## config.mk

```make
export PLATFORM = sky130hd
export DESIGN_NAME = analog_pad_serial_responder_unit
export DESIGN_NICKNAME = d
export VERILOG_FILES = /design/src/apsr_pkg.sv /design/src/analog_pad_serial_responder_unit.sv /design/src/apsr_ctrl.sv /design/src/apsr_dp.sv
export SDC_FILE = /design/constraint.sdc
export NUM_CORES = 2
export LEC_CHECK = 0
export BUFFER_PORTS_ARGS = -buffer_cell sky130_fd_sc_hd__buf_2
export CAP_MARGIN = 10
export CORE_MARGIN = 4
export CORE_UTILIZATION = 55
export DETAILED_ROUTE_END_ITERATION = 10
export PLACE_DENSITY = 0.83
export SYNTH_ARGS = -nofsm -noshare
export SYNTH_HDL_FRONTEND = slang
export SYNTH_SLANG_ARGS = --single-unit
```

## constraint.sdc

```tcl
create_clock -name clk_i -period 10.4 [get_ports clk_i]
set_clock_uncertainty 0.1 [all_clocks]
set_input_delay 2.6 -clock clk_i [delete_from_list [all_inputs] [get_ports clk_i]]
set_output_delay 2.6 -clock clk_i [all_outputs]
set_load 0.03 [all_outputs]
```

## src/apsr_pkg.sv

```systemverilog
// apsr_pkg: shared types, codes and constants of the analog pad serial responder
// used by apsr_ctrl, apsr_dp and analog_pad_serial_responder_unit; no dependencies
package apsr_pkg;

  // item commands, carried on tuser
  localparam logic [1:0] CMD_SERIAL = 2'd0;
  localparam logic [1:0] CMD_AXIS   = 2'd1;
  localparam logic [1:0] CMD_BUTTON = 2'd2;
  localparam logic [1:0] CMD_RESET  = 2'd3;

  // configuration register indexes
  localparam logic REG_DEADZONE = 1'b0;
  localparam logic REG_CURVE    = 1'b1;

  // steering curve codes, the unused code acts as linear
  localparam logic [1:0] CURVE_LIN  = 2'd0;
  localparam logic [1:0] CURVE_QUAD = 2'd1;
  localparam logic [1:0] CURVE_CUBE = 2'd2;

  localparam logic [1:0] AXIS_STEER = 2'd0;

  localparam logic [15:0] DEADZONE_RST = 16'd6554;
  localparam logic [15:0] PAD_ID       = 16'h5A23;
  localparam logic [7:0]  BYTE_START   = 8'h01;
  localparam logic [7:0]  BYTE_POLL    = 8'h42;
  localparam logic [7:0]  BYTE_IDLE    = 8'hFF;
  localparam logic [7:0]  STEER_RST    = 8'h80;
  localparam logic [15:0] BUTTONS_RST  = 16'hFFFF;

  // divider: one integer quotient bit plus sixteen fraction bits
  localparam int unsigned DIV_STEPS = 17;
  localparam int unsigned CNT_W     = $clog2(DIV_STEPS);

  typedef enum logic [3:0] {
    SEQ_IDLE     = 4'd0,
    SEQ_READY    = 4'd1,
    SEQ_ID_HIGH  = 4'd2,
    SEQ_BTN_LOW  = 4'd3,
    SEQ_BTN_HIGH = 4'd4,
    SEQ_STEER    = 4'd5,
    SEQ_AX_I     = 4'd6,
    SEQ_AX_II    = 4'd7,
    SEQ_AX_L     = 4'd8
  } seq_e;

  typedef enum logic [2:0] {
    C_IDLE = 3'd0,
    C_DIV  = 3'd1,
    C_SQ   = 3'd2,
    C_CUBE = 3'd3,
    C_EXEC = 3'd4
  } ctrl_e;

  typedef struct packed {
    logic capture;
    logic div_first;
    logic div_step;
    logic mul_sq;
    logic mul_cube;
    logic commit;
  } ctl_t;

  typedef struct packed {
    logic steer_req;
    logic out_busy;
  } sts_t;

  // button number to bit of the button word
  function automatic logic [3:0] btn_bit(input logic [2:0] idx);
    logic [3:0] b;
    b = 4'd3;
    unique case (idx)
      3'd0: b = 4'd3;
      3'd1: b = 4'd4;
      3'd2: b = 4'd5;
      3'd3: b = 4'd6;
      3'd4: b = 4'd7;
      3'd5: b = 4'd11;
      3'd6: b = 4'd12;
      3'd7: b = 4'd13;
      default: b = 4'd3;
    endcase
    return b;
  endfunction

endpackage

```

## src/analog_pad_serial_responder_unit.sv

```systemverilog
// Analog pad that answers a host serial poll, one result transfer per input transfer.
// Serial, button, reset and plain axis items go from capture straight to commit, which registers
// the result; a steering update goes from capture through the 17-step restoring deadzone
// divider and two passes through the shared curve multiplier before commit. Commit waits
// while the previous result is still unclaimed.
// One item is in work at a time; a finished result waits in the output register while
// the next item is taken. Configuration writes take effect at the next clock edge.
module analog_pad_serial_responder_unit (
  input  logic        clk_i,
  input  logic        rst_ni,
  input  logic        cfg_we_i,
  input  logic        cfg_index_i,
  input  logic [15:0] cfg_data_i,
  input  logic        s_axis_tvalid,
  output logic        s_axis_tready,
  // serial_in[7:0], axis_index[9:8], axis_value[25:10], button_index[28:26],
  // pressed[29], zero fill
  input  logic [31:0] s_axis_tdata,
  // command[1:0]
  input  logic [1:0]  s_axis_tuser,
  output logic        m_axis_tvalid,
  input  logic        m_axis_tready,
  // serial_out[7:0], ack[8], pressed_bits[24:9], analog_word[56:25], zero fill
  output logic [63:0] m_axis_tdata
);

  apsr_pkg::ctl_t ctl;
  apsr_pkg::sts_t sts;
  logic [7:0]  serial_out;
  logic        ack;
  logic [15:0] pressed_bits;
  logic [31:0] analog_word;

  apsr_ctrl u_ctrl (
    .clk_i      (clk_i),
    .rst_ni     (rst_ni),
    .in_valid_i (s_axis_tvalid),
    .in_ready_o (s_axis_tready),
    .sts_i      (sts),
    .ctl_o      (ctl)
  );

  apsr_dp u_dp (
    .clk_i          (clk_i),
    .rst_ni         (rst_ni),
    .cfg_we_i       (cfg_we_i),
    .cfg_index_i    (cfg_index_i),
    .cfg_data_i     (cfg_data_i),
    .command_i      (s_axis_tuser),
    .serial_in_i    (s_axis_tdata[7:0]),
    .axis_index_i   (s_axis_tdata[9:8]),
    .axis_value_i   (s_axis_tdata[25:10]),
    .button_index_i (s_axis_tdata[28:26]),
    .pressed_i      (s_axis_tdata[29]),
    .ctl_i          (ctl),
    .sts_o          (sts),
    .out_ready_i    (m_axis_tready),
    .out_valid_o    (m_axis_tvalid),
    .serial_out_o   (serial_out),
    .ack_o          (ack),
    .pressed_bits_o (pressed_bits),
    .analog_word_o  (analog_word)
  );

  assign m_axis_tdata = {7'd0, analog_word, pressed_bits, ack, serial_out};

`ifndef SYNTHESIS
  // a result is only committed into a free output register
  assert property (@(posedge clk_i) disable iff (!rst_ni)
    ctl.commit |-> !sts.out_busy)
    else $error("commit while output register is blocked");

  // every commit shows up as a pending result
  assert property (@(posedge clk_i) disable iff (!rst_ni)
    ctl.commit |=> m_axis_tvalid)
    else $error("committed result not presented");

  // no new item is taken while the divider or multiplier is busy
  assert property (@(posedge clk_i) disable iff (!rst_ni)
    (ctl.div_first || ctl.div_step || ctl.mul_sq || ctl.mul_cube) |-> !s_axis_tready)
    else $error("input ready during steering computation");

  // capture and commit never coincide
  assert property (@(posedge clk_i) disable iff (!rst_ni)
    !(ctl.capture && ctl.commit))
    else $error("capture and commit in the same cycle");
`endif

endmodule

```

## src/apsr_ctrl.sv

```systemverilog
// apsr_ctrl: controller state machine, sequences capture, division, curve products and commit
// depends on apsr_pkg
module apsr_ctrl (
  input  logic             clk_i,
  input  logic             rst_ni,
  input  logic             in_valid_i,
  output logic             in_ready_o,
  input  apsr_pkg::sts_t   sts_i,
  output apsr_pkg::ctl_t   ctl_o
);

  apsr_pkg::ctrl_e state_q, state_d;
  logic [apsr_pkg::CNT_W-1:0] cnt_q, cnt_d;

  always_ff @(posedge clk_i or negedge rst_ni) begin
    if (!rst_ni) begin
      state_q <= apsr_pkg::C_IDLE;
      cnt_q   <= '0;
    end else begin
      state_q <= state_d;
      cnt_q   <= cnt_d;
    end
  end

  always_comb begin
    state_d    = state_q;
    cnt_d      = cnt_q;
    ctl_o      = '0;
    in_ready_o = 1'b0;
    unique case (state_q)
      apsr_pkg::C_IDLE: begin
        in_ready_o = 1'b1;
        if (in_valid_i) begin
          ctl_o.capture = 1'b1;
          cnt_d         = '0;
          state_d       = sts_i.steer_req ? apsr_pkg::C_DIV : apsr_pkg::C_EXEC;
        end
      end
      apsr_pkg::C_DIV: begin
        ctl_o.div_first = (cnt_q == '0);
        ctl_o.div_step  = (cnt_q != '0);
        if (cnt_q == apsr_pkg::CNT_W'(apsr_pkg::DIV_STEPS - 1)) begin
          state_d = apsr_pkg::C_SQ;
        end else begin
          cnt_d = cnt_q + 1'b1;
        end
      end
      apsr_pkg::C_SQ: begin
        ctl_o.mul_sq = 1'b1;
        state_d      = apsr_pkg::C_CUBE;
      end
      apsr_pkg::C_CUBE: begin
        ctl_o.mul_cube = 1'b1;
        state_d        = apsr_pkg::C_EXEC;
      end
      apsr_pkg::C_EXEC: begin
        // wait here while the previous result is still unclaimed
        if (!sts_i.out_busy) begin
          ctl_o.commit = 1'b1;
          state_d      = apsr_pkg::C_IDLE;
        end
      end
      default: state_d = apsr_pkg::C_IDLE;
    endcase
  end

endmodule

```

## src/apsr_dp.sv

```systemverilog
// apsr_dp: datapath with pad state, reply sequencer, steering divider and multiplier,
// and the result register; depends on apsr_pkg
module apsr_dp (
  input  logic               clk_i,
  input  logic               rst_ni,
  input  logic               cfg_we_i,
  input  logic               cfg_index_i,
  input  logic [15:0]        cfg_data_i,
  input  logic [1:0]         command_i,
  input  logic [7:0]         serial_in_i,
  input  logic [1:0]         axis_index_i,
  input  logic signed [15:0] axis_value_i,
  input  logic [2:0]         button_index_i,
  input  logic               pressed_i,
  input  apsr_pkg::ctl_t     ctl_i,
  output apsr_pkg::sts_t     sts_o,
  input  logic               out_ready_i,
  output logic               out_valid_o,
  output logic [7:0]         serial_out_o,
  output logic               ack_o,
  output logic [15:0]        pressed_bits_o,
  output logic [31:0]        analog_word_o
);

  // configuration
  logic [15:0] dz_q;
  logic [1:0]  curve_q;

  always_ff @(posedge clk_i or negedge rst_ni) begin
    if (!rst_ni) begin
      dz_q    <= apsr_pkg::DEADZONE_RST;
      curve_q <= apsr_pkg::CURVE_LIN;
    end else if (cfg_we_i) begin
      unique case (cfg_index_i)
        apsr_pkg::REG_DEADZONE: dz_q    <= cfg_data_i;
        apsr_pkg::REG_CURVE:    curve_q <= cfg_data_i[1:0];
        default: ;
      endcase
    end
  end

  // captured item
  logic [1:0]         cmd_q;
  logic [7:0]         din_q;
  logic [1:0]         axis_q;
  logic signed [15:0] val_q;
  logic [2:0]         btn_q;
  logic               prs_q;

  always_ff @(posedge clk_i) begin
    if (ctl_i.capture) begin
      cmd_q  <= command_i;
      din_q  <= serial_in_i;
      axis_q <= axis_index_i;
      val_q  <= axis_value_i;
      btn_q  <= button_index_i;
      prs_q  <= pressed_i;
    end
  end

  assign sts_o.steer_req = (command_i == apsr_pkg::CMD_AXIS) &&
                           (axis_index_i == apsr_pkg::AXIS_STEER);

  // steering deadzone removal and rescale: f = (a - dz) * 2^16 / (2^16 - dz)
  logic        neg;
  logic [15:0] mag;
  logic [16:0] a_full, dz_ext, num, den;
  logic [17:0] rem_q, rem_d, rem_sh;
  logic [16:0] q_q, q_d;
  logic        ge;

  assign neg    = val_q[15];
  assign mag    = neg ? (~val_q + 16'd1) : val_q;
  assign a_full = {mag, 1'b0};
  assign dz_ext = {1'b0, dz_q};
  assign num    = (a_full >= dz_ext) ? (a_full - dz_ext) : 17'd0;
  assign den    = 17'h10000 - dz_ext;
  assign rem_sh = {rem_q[16:0], 1'b0};

  always_comb begin
    rem_d = rem_q;
    q_d   = q_q;
    ge    = 1'b0;
    if (ctl_i.div_first) begin
      // integer bit: set only when the numerator is at least the divisor
      ge    = (num >= den);
      rem_d = ge ? {1'b0, num - den} : {1'b0, num};
      q_d   = {16'd0, ge};
    end else if (ctl_i.div_step) begin
      ge    = (rem_sh >= {1'b0, den});
      rem_d = ge ? (rem_sh - {1'b0, den}) : rem_sh;
      q_d   = {q_q[15:0], ge};
    end
  end

  // curve products through one shared multiplier
  logic [31:0] mul_a;
  logic [47:0] prod;
  logic [31:0] sq_q;
  logic [15:0] cube_q;

  assign mul_a = ctl_i.mul_cube ? sq_q : {16'd0, q_q[15:0]};
  assign prod  = mul_a * q_q[15:0];

  always_ff @(posedge clk_i) begin
    rem_q <= rem_d;
    q_q   <= q_d;
    if (ctl_i.mul_sq) begin
      sq_q <= prod[31:0];
    end
    if (ctl_i.mul_cube) begin
      cube_q <= prod[47:32];
    end
  end

  // curve, sign and rounding to 0..255
  logic [16:0] m;
  logic [17:0] sp;
  logic [25:0] w;
  logic [8:0]  b9;
  logic [7:0]  steer_byte, plain_byte;
  logic [22:0] pl;

  always_comb begin
    if (q_q[16]) begin
      m = 17'h10000;
    end else begin
      case (curve_q)
        apsr_pkg::CURVE_QUAD: m = {1'b0, sq_q[31:16]};
        apsr_pkg::CURVE_CUBE: m = {1'b0, cube_q};
        default:              m = q_q;
      endcase
    end
  end

  assign sp = neg ? (18'h10000 - {1'b0, m}) : (18'h10000 + {1'b0, m});
  assign w  = {sp, 8'd0} - {8'd0, sp} + 26'h10000;
  assign b9 = w[25:17];
  assign steer_byte = b9[8] ? 8'hFF : b9[7:0];

  assign pl = {val_q[14:0], 8'd0} - {8'd0, val_q[14:0]};
  assign plain_byte = neg ? 8'd0 : pl[22:15];

  // pad state
  apsr_pkg::seq_e seq_q, seq_d;
  logic [15:0] btn_word_q, btn_word_d, btn_mask;
  logic [7:0]  axis_q_arr [4];
  logic [7:0]  axis_d_arr [4];
  logic [7:0]  dout;
  logic        ack;

  assign btn_mask = 16'd1 << apsr_pkg::btn_bit(btn_q);

  always_comb begin
    seq_d      = seq_q;
    btn_word_d = btn_word_q;
    for (int i = 0; i < 4; i++) begin
      axis_d_arr[i] = axis_q_arr[i];
    end
    dout = apsr_pkg::BYTE_IDLE;
    ack  = 1'b0;
    unique case (cmd_q)
      apsr_pkg::CMD_SERIAL: begin
        unique case (seq_q)
          apsr_pkg::SEQ_IDLE: begin
            if (din_q == apsr_pkg::BYTE_START) begin
              seq_d = apsr_pkg::SEQ_READY;
              ack   = 1'b1;
            end
          end
          apsr_pkg::SEQ_READY: begin
            if (din_q == apsr_pkg::BYTE_POLL) begin
              dout  = apsr_pkg::PAD_ID[7:0];
              seq_d = apsr_pkg::SEQ_ID_HIGH;
              ack   = 1'b1;
            end
          end
          apsr_pkg::SEQ_ID_HIGH: begin
            dout  = apsr_pkg::PAD_ID[15:8];
            seq_d = apsr_pkg::SEQ_BTN_LOW;
            ack   = 1'b1;
          end
          apsr_pkg::SEQ_BTN_LOW: begin
            dout  = btn_word_q[7:0];
            seq_d = apsr_pkg::SEQ_BTN_HIGH;
            ack   = 1'b1;
          end
          apsr_pkg::SEQ_BTN_HIGH: begin
            dout  = btn_word_q[15:8];
            seq_d = apsr_pkg::SEQ_STEER;
            ack   = 1'b1;
          end
          apsr_pkg::SEQ_STEER: begin
            dout  = axis_q_arr[0];
            seq_d = apsr_pkg::SEQ_AX_I;
            ack   = 1'b1;
          end
          apsr_pkg::SEQ_AX_I: begin
            dout  = axis_q_arr[1];
            seq_d = apsr_pkg::SEQ_AX_II;
            ack   = 1'b1;
          end
          apsr_pkg::SEQ_AX_II: begin
            dout  = axis_q_arr[2];
            seq_d = apsr_pkg::SEQ_AX_L;
            ack   = 1'b1;
          end
          apsr_pkg::SEQ_AX_L: begin
            // last reply byte goes out without ack
            dout  = axis_q_arr[3];
            seq_d = apsr_pkg::SEQ_IDLE;
          end
          default: seq_d = apsr_pkg::SEQ_IDLE;
        endcase
      end
      apsr_pkg::CMD_AXIS: begin
        axis_d_arr[axis_q] = (axis_q == apsr_pkg::AXIS_STEER) ? steer_byte : plain_byte;
      end
      apsr_pkg::CMD_BUTTON: begin
        btn_word_d = prs_q ? (btn_word_q & ~btn_mask) : (btn_word_q | btn_mask);
      end
      apsr_pkg::CMD_RESET: seq_d = apsr_pkg::SEQ_IDLE;
      default: ;
    endcase
  end

  always_ff @(posedge clk_i or negedge rst_ni) begin
    if (!rst_ni) begin
      seq_q         <= apsr_pkg::SEQ_IDLE;
      btn_word_q    <= apsr_pkg::BUTTONS_RST;
      axis_q_arr[0] <= apsr_pkg::STEER_RST;
      axis_q_arr[1] <= 8'd0;
      axis_q_arr[2] <= 8'd0;
      axis_q_arr[3] <= 8'd0;
    end else if (ctl_i.commit) begin
      seq_q      <= seq_d;
      btn_word_q <= btn_word_d;
      for (int i = 0; i < 4; i++) begin
        axis_q_arr[i] <= axis_d_arr[i];
      end
    end
  end

  // result register
  logic out_valid_q;

  always_ff @(posedge clk_i or negedge rst_ni) begin
    if (!rst_ni) begin
      out_valid_q <= 1'b0;
    end else if (ctl_i.commit) begin
      out_valid_q <= 1'b1;
    end else if (out_ready_i) begin
      out_valid_q <= 1'b0;
    end
  end

  always_ff @(posedge clk_i) begin
    if (ctl_i.commit) begin
      serial_out_o   <= dout;
      ack_o          <= ack;
      pressed_bits_o <= ~btn_word_d;
      analog_word_o  <= {axis_d_arr[3], axis_d_arr[2], axis_d_arr[1], axis_d_arr[0]};
    end
  end

  assign out_valid_o    = out_valid_q;
  assign sts_o.out_busy = out_valid_q && !out_ready_i;

endmodule
```

## After elaboration in Yosys (flattened, before gate mapping)

Memory sizes are Yosys's and may differ from the RTL's. A register that Yosys moved wholly into a read port is not among the register bits.
Index checks and enable logic that the tools add are counted.

| operators by class | value |
|---|---|
| reduce and logical (&&, ||, !) cells | 21 |
| bitwise logic cells | 7 |
| shift-type cells | 1 |
| div/mod/pow operators | 0 |
| add/subtract/negate cells | 11 |
| $lt $le $gt $ge | 5 |
| muxes and demuxes | 49 |
| equal/unequal tests | 27 |
| multiply operators | 1 |

Operators by type and width:

| kind | count |
|---|---|
| $mux 17 | 6 |
| $mux 32 | 2 |
| $pmux 8 s8 | 1 |
| $mul 32x16->48 | 1 |
| $mux 16 | 3 |
| $not 16->16 | 3 |
| $mux 8 | 5 |
| $sub 17x17->17 | 2 |
| $bwmux 32 | 1 |
| $pmux 16 s2 | 1 |
| $pmux 4 s8 | 1 |
| $add 26x17->26 const B | 1 |
| $sub 26x18->26 | 1 |
| $sub 23x15->23 | 1 |
| $add 17x17->18 const A | 1 |
| $ge 18x17->1 | 1 |
| $mux 18 | 1 |
| $sub 17x17->18 const A | 1 |
| $ge 17x16->1 | 1 |
| $ge 17x17->1 | 1 |
| $sub 17x16->17 | 1 |
| $sub 17x16->17 const A | 1 |
| $add 16x1->16 const B | 1 |
| $and 16x16->16 | 1 |
| other kinds (44) | 83 |

| storage, ports and cells | value |
|---|---|
| bits in writable memories | 0 |
| memory bits (read-only) | 32 |
| bits in registers | 250 |
| memories | 1 |
| output and inout bits | 66 |
| input bits | 56 |
| latch bits | 0 |
| logic and storage cells | 149 |

Memory list:

| memory | words | width | rd ports | clocked after Yosys merged registers in | wr ports | line | source |
|---|---|---|---|---|---|---|---|
| (no name shown) | 8 | 4 | 1 | 1 | 0 | apsr_pkg.sv:72 | `unique case (idx)` |

## Longest topological paths before layout

| logic depth | value |
|---|---|
| depth after elaboration | 11 |
| mapped depth | 31 |

## Hierarchy

A second synthesis with hierarchy kept.

| second synthesis, totals | value |
|---|---|
| cell total of the unflattened synthesis | 3,410 |
| area total of the unflattened synthesis | 31,631.6 sq um |

By module, submodules not included:

| module | area an instance (sq um) | cells each | instances |
|---|---|---|---|
| apsr_dp | 31,044.8 | 3,350 | 1 |
| apsr_ctrl | 523.0 | 51 | 1 |
| analog_pad_serial_responder_unit | 63.8 | 9 | 1 |

## Worst setup path before layout

Ideal clock, no wire load.

| timing path | value |
|---|---|
| path kind | reg-to-reg |
| start | reg u_ctrl.state_q[2] |
| end | reg u_dp.cube_q[15], data pin |
| arrival time | 7.483 ns |
| cell stages (with the launch flop) | 29 |
| path slack | 2.553 ns |
| path buffers | 4 |
| clock period less this slack | 7.847 ns |
| path through | dfrtp_1 -> clkbuf_1 -> nand3b_1 -> inv_1 -> clkbuf_1 -> clkbuf_1 -> and2_1 -> clkbuf_1 -> nand2_1 -> fa_1 -> inv_1 -> fa_1 -> fa_1 -> fa_1 -> fa_1 -> inv_1 -> fa_1 -> inv_1 -> ha_1 -> a21oi_1 -> o21ai_0 -> or3_1 -> or3b_2 -> nand3_1 -> a211oi_1 -> nor4_1 -> nor2_1 -> a211oi_1 -> xnor2_1 |

| between the ends | value |
|---|---|
| word-level cells in the longest chain between the ends | 4 |

Ends and longest elaborated chain:

| what | line | source |
|---|---|---|
| from (decl) | apsr_ctrl.sv:12 | `apsr_pkg::ctrl_e state_q, state_d;` |
| from (signal assigned) | apsr_ctrl.sv:17 | `state_q <= apsr_pkg::C_IDLE;` |
| from (signal assigned) | apsr_ctrl.sv:20 | `state_q <= state_d;` |
| $eq 3x2->1 | apsr_ctrl.sv:30 | `unique case (state_q)` |
| $mux 1 | apsr_ctrl.sv:30 |  |
| $mux 32 | apsr_dp.sv:102 | `assign mul_a = ctl_i.mul_cube ? sq_q : {16'd0, q_q[15:0]};` |
| $mul 32x16->48 | apsr_dp.sv:103 | `assign prod = mul_a * q_q[15:0];` |
| named net u_dp.prod[47] | apsr_dp.sv:98 | `logic [47:0] prod;` |
| to (signal assigned) | apsr_dp.sv:112 | `cube_q <= prod[47:32];` |
| to (decl) | apsr_dp.sv:100 | `logic [15:0] cube_q;` |

The timed path passes the listed nets, and every way through them passes these cells.
A chain may end at the register's enable or synchronous reset.

## Worst setup path in the final report

Ends and elaborated chain as after synthesis.

==> out/metrics.yaml <==
placement:
  pre_cts_slack_ns: 1.39
  dpl.hpwl_um: 59700
  gp_congestion: 0.944
  portBuffers: 112
yosys:
  netlist_instances: 3508
  synth-seq-area-share: 0.223
  synth_flop_cell: "edfxtp_1"
  ys_seq_elements: 254
  synth_area_um2: 31700
  synth_top_area_frac: 0.266
  syn_area_per_cell_um2: 9.03
  synth_edf_count: 155
  synth.area.top_cells: "fa_1 27%, edfxtp_1 15%, ha_1 8.5%, nand2_1 6.8%, inv_1 6.0%"
  synth_top_cell_by_area: "fa_1"
  synthArstFlopShare: 0.311
  ys_types: 88
  yosysWarningCount: 0
hold_path:
  hold_path_class: "flop to flop"
  min_path_cells: 2
worst_setup_path:
  r2r_cells: 27
  critPathKind: "flop to flop"
  start_kind: "flop"
  cp-end-kind: "flop"
  cp_data_required_time_ns: 10.64
  path_max_fanout: 68
  arrival_ns: 9.40
clock_network:
  h-tree-depth: 1
  clk_pin_slew_worst_paths_ns: 0.06
  insertion_delay_ns: 0.61
  clockBufferDepth: 3
  cts_buffers: 29
  cts.sinks: 254
  cts_tree: "done"
  cts_root_buffer: "clkbuf_16"
  cts_hold_buffers: 0
  cts_resized: 0
  postCtsSetupRepairBufs: 0
timing:
  slew_headroom: 0.228
  min_period_over_period: 0.880
  report.final.slew_viol_count: 0
  finalSetupViolations: 0
  final.setup.tns_ns: 0
  finalWorstSetupSlack_ns: 1.24
  finalCriticalPeriod_ns: 9.16
  worst_pin_slew_ns: 1.15
  clock.fmax_mhz: 109
  rsz0062_at_grt: "false"
  hold_violations: 0
routing:
  firstDrtPassIters: 8
  wl_um: 82200
  drc: 0
  wl_per_cell_um: 19.2
  viasPerCell: 5.92
  num_vias: 25300
  drt_iter0_drc: 2367
  antenna_violating_nets_post_route: 0
pwr:
  p_total_mw: 6.03
  vdd_drop_max_uv: 200
  power.leakage_nw: 15.5
  power_density_nw_per_um2: 179
floorplanning:
  die_x_um: 248
  initial_core_util: 0.558
  core_area_um2: 56700
  fp.dieArea_um2: 61500
  io-pin-count: 122
  rows: 87
  die_h_um: 248
finish:
  fin_nets: 4192
  syn2layout_area_growth_pct: 6.21
  drive_above_1_share: 0.0743
global_routing:
  grt_pass1_vias: 25600
  grt_max_degree: 80
  antenna_found_initial: 2
  grt-ovfl-total: 0
  track_usage: 0.270
  grt_pass1_wl_um: 133000
outcome:
  outcome: "completed"
job:
  drv_cap: 0
[synthesized netlist by cell type, types with 8 or more instances]
cell type  instances
a211o_1           10
a211oi_1          30
a21o_1            47
a21oi_1          114
a221o_1            8
a221oi_1          10
a22o_1            25
a31oi_1           24
and2_1           138
and3_1            95
buf_2              9
buf_4              8
clkbuf_1         160
dfrtp_1           55
dfstp_2           24
dfxtp_1           20
edfxtp_1         155
fa_1             420
ha_1             215
inv_1            507
mux2_2             8
mux2i_1           18
nand2_1          570
nand2b_1          32
nand3_1           35
nand4_1           21
nor2_1           137
nor2b_1           36
nor3_1            50
nor3b_1            9
nor4_1            18
o211ai_1           8
o21a_1            25
o21ai_0          185
o31a_1             8
o31ai_1           15
or2_2             11
or3_1             13
xnor2_1           93
xor2_1            31
[logic make-up after synthesis]
group                    Yosys count  share of synthesized area
AND/OR/NAND/NOR                 1196                      0.181
buffers and inverters            696                     0.0845
adder cells (fa/ha/maj)          635                      0.350
AO/OA/AOI/OAI                    575                      0.118
flip-flops                       254                      0.223
XOR/XNOR                         125                     0.0348
multiplexers                      26                    0.00854
other                              1                   0.000118
[worst paths after layout]
path | start | slack (ns) | end
min reg2reg | u_dp.btn_word_q[5] | 0.40 | u_dp.btn_word_q[5]
min in group asynchronous | rst_ni | 2.08 | u_dp.dz_q[15]
min | u_dp.btn_word_q[5] | 0.40 | u_dp.btn_word_q[5]
max reg2reg | u_ctrl.state_q[2] | 1.24 | u_dp.cube_q[15]
max in group asynchronous | rst_ni | 7.43 | u_dp.seq_q[0]
max | u_ctrl.state_q[2] | 1.24 | u_dp.cube_q[15]
[through the flow]
stage	hold WS, ns	utilization	instance area (µm²)	cells
after floorplan	0.366	-	31700	3514
after global placement	0.375	0.576	32700	4226
after detailed placement	0.386	0.576	32700	4226
after CTS	0.397	0.593	33600	4280
after global routing	0.410	0.593	33600	4281
final	0.397	0.593	33600	4283
[registers in the layout, indices dropped and copies added, names as in the netlist, 3 cells and up, named ones only]
register,flops
u_dp.q_q,17
u_dp.din_q,8
u_dp.sq_q,32
u_dp.rem_q,17
u_dp.seq_q,4
u_dp.dz_q,16
u_ctrl.state_q,3
u_dp.cube_q,16
u_dp.btn_word_q,16
u_dp.axis_q_arr,32
u_dp.analog_word_o,32
u_dp.btn_q,3
u_dp.pressed_bits_o,16
u_dp.serial_out_o,8
u_dp.val_q,16
u_ctrl.cnt_q,5
[critical path, cell delays in order (launching register included)]
cell      delay, ns
dfrtp_1        0.51
nand3b_1       0.15
buf_4          0.32
clkinv_2       0.44
buf_4          0.40
buf_4          0.35
and3_1         0.30
fa_1           0.53
inv_1          0.06
fa_1           0.49
inv_1          0.06
fa_1           0.48
fa_1           0.54
fa_1           0.51
inv_1          0.06
fa_1           0.51
inv_1          0.05
ha_1           0.32
a21oi_1        0.22
nand2_1        0.08
or3_1          0.30
or3b_2         0.56
nand3_1        0.16
a211oi_1       0.13
nor4_1         0.56
nor2_1         0.23
a211oi_1       0.29
xnor2_1        0.12
[per-layer routing]
metal	global-route usage	wire length, µm	up-vias
met5	0	0	-
met4	0.0899	3020	0
met3	0.0614	9730	242
met2	0.433	37500	1404
met1	0.367	31900	12200
li1	-	-	11500
[area by class of cell]
class | count | area (µm²)
Inverter | 509 | 1910
Fill cell | 4697 | 23100
Timing Repair Buffer | 143 | 796
Tap cell | 756 | 946
Clock buffer | 41 | 816
Sequential cell | 254 | 7060
Multi-Input combinational cell | 2564 | 22000
Antenna cell | 3 | 7.51
Clock inverter | 13 | 126
[placed cells by master (no fill, tap or decap), types with 47 or more instances in the layout]
master	Yosys	layout
dfrtp_1	55	55
edfxtp_1	155	155
a21oi_1	114	114
xnor2_1	93	93
and3_1	95	95
and2_1	138	137
fa_1	420	420
nor2_1	137	137
inv_1	507	505
ha_1	215	215
nand2_1	570	570
o21ai_0	185	185
nor3_1	50	50
a21o_1	47	47
buf_2	9	111
[where the power goes]
| part | switching (mW) | leakage (nW) | internal [mW] |
|---|---|---|---|
| clock network | 0.466 | 0.467 | 0.580 |
| registers | 0.237 | 2.59 | 1.43 |
| logic | 2.10 | 12.5 | 1.22 |
Note: power is estimated with default switching activity, not from simulation.
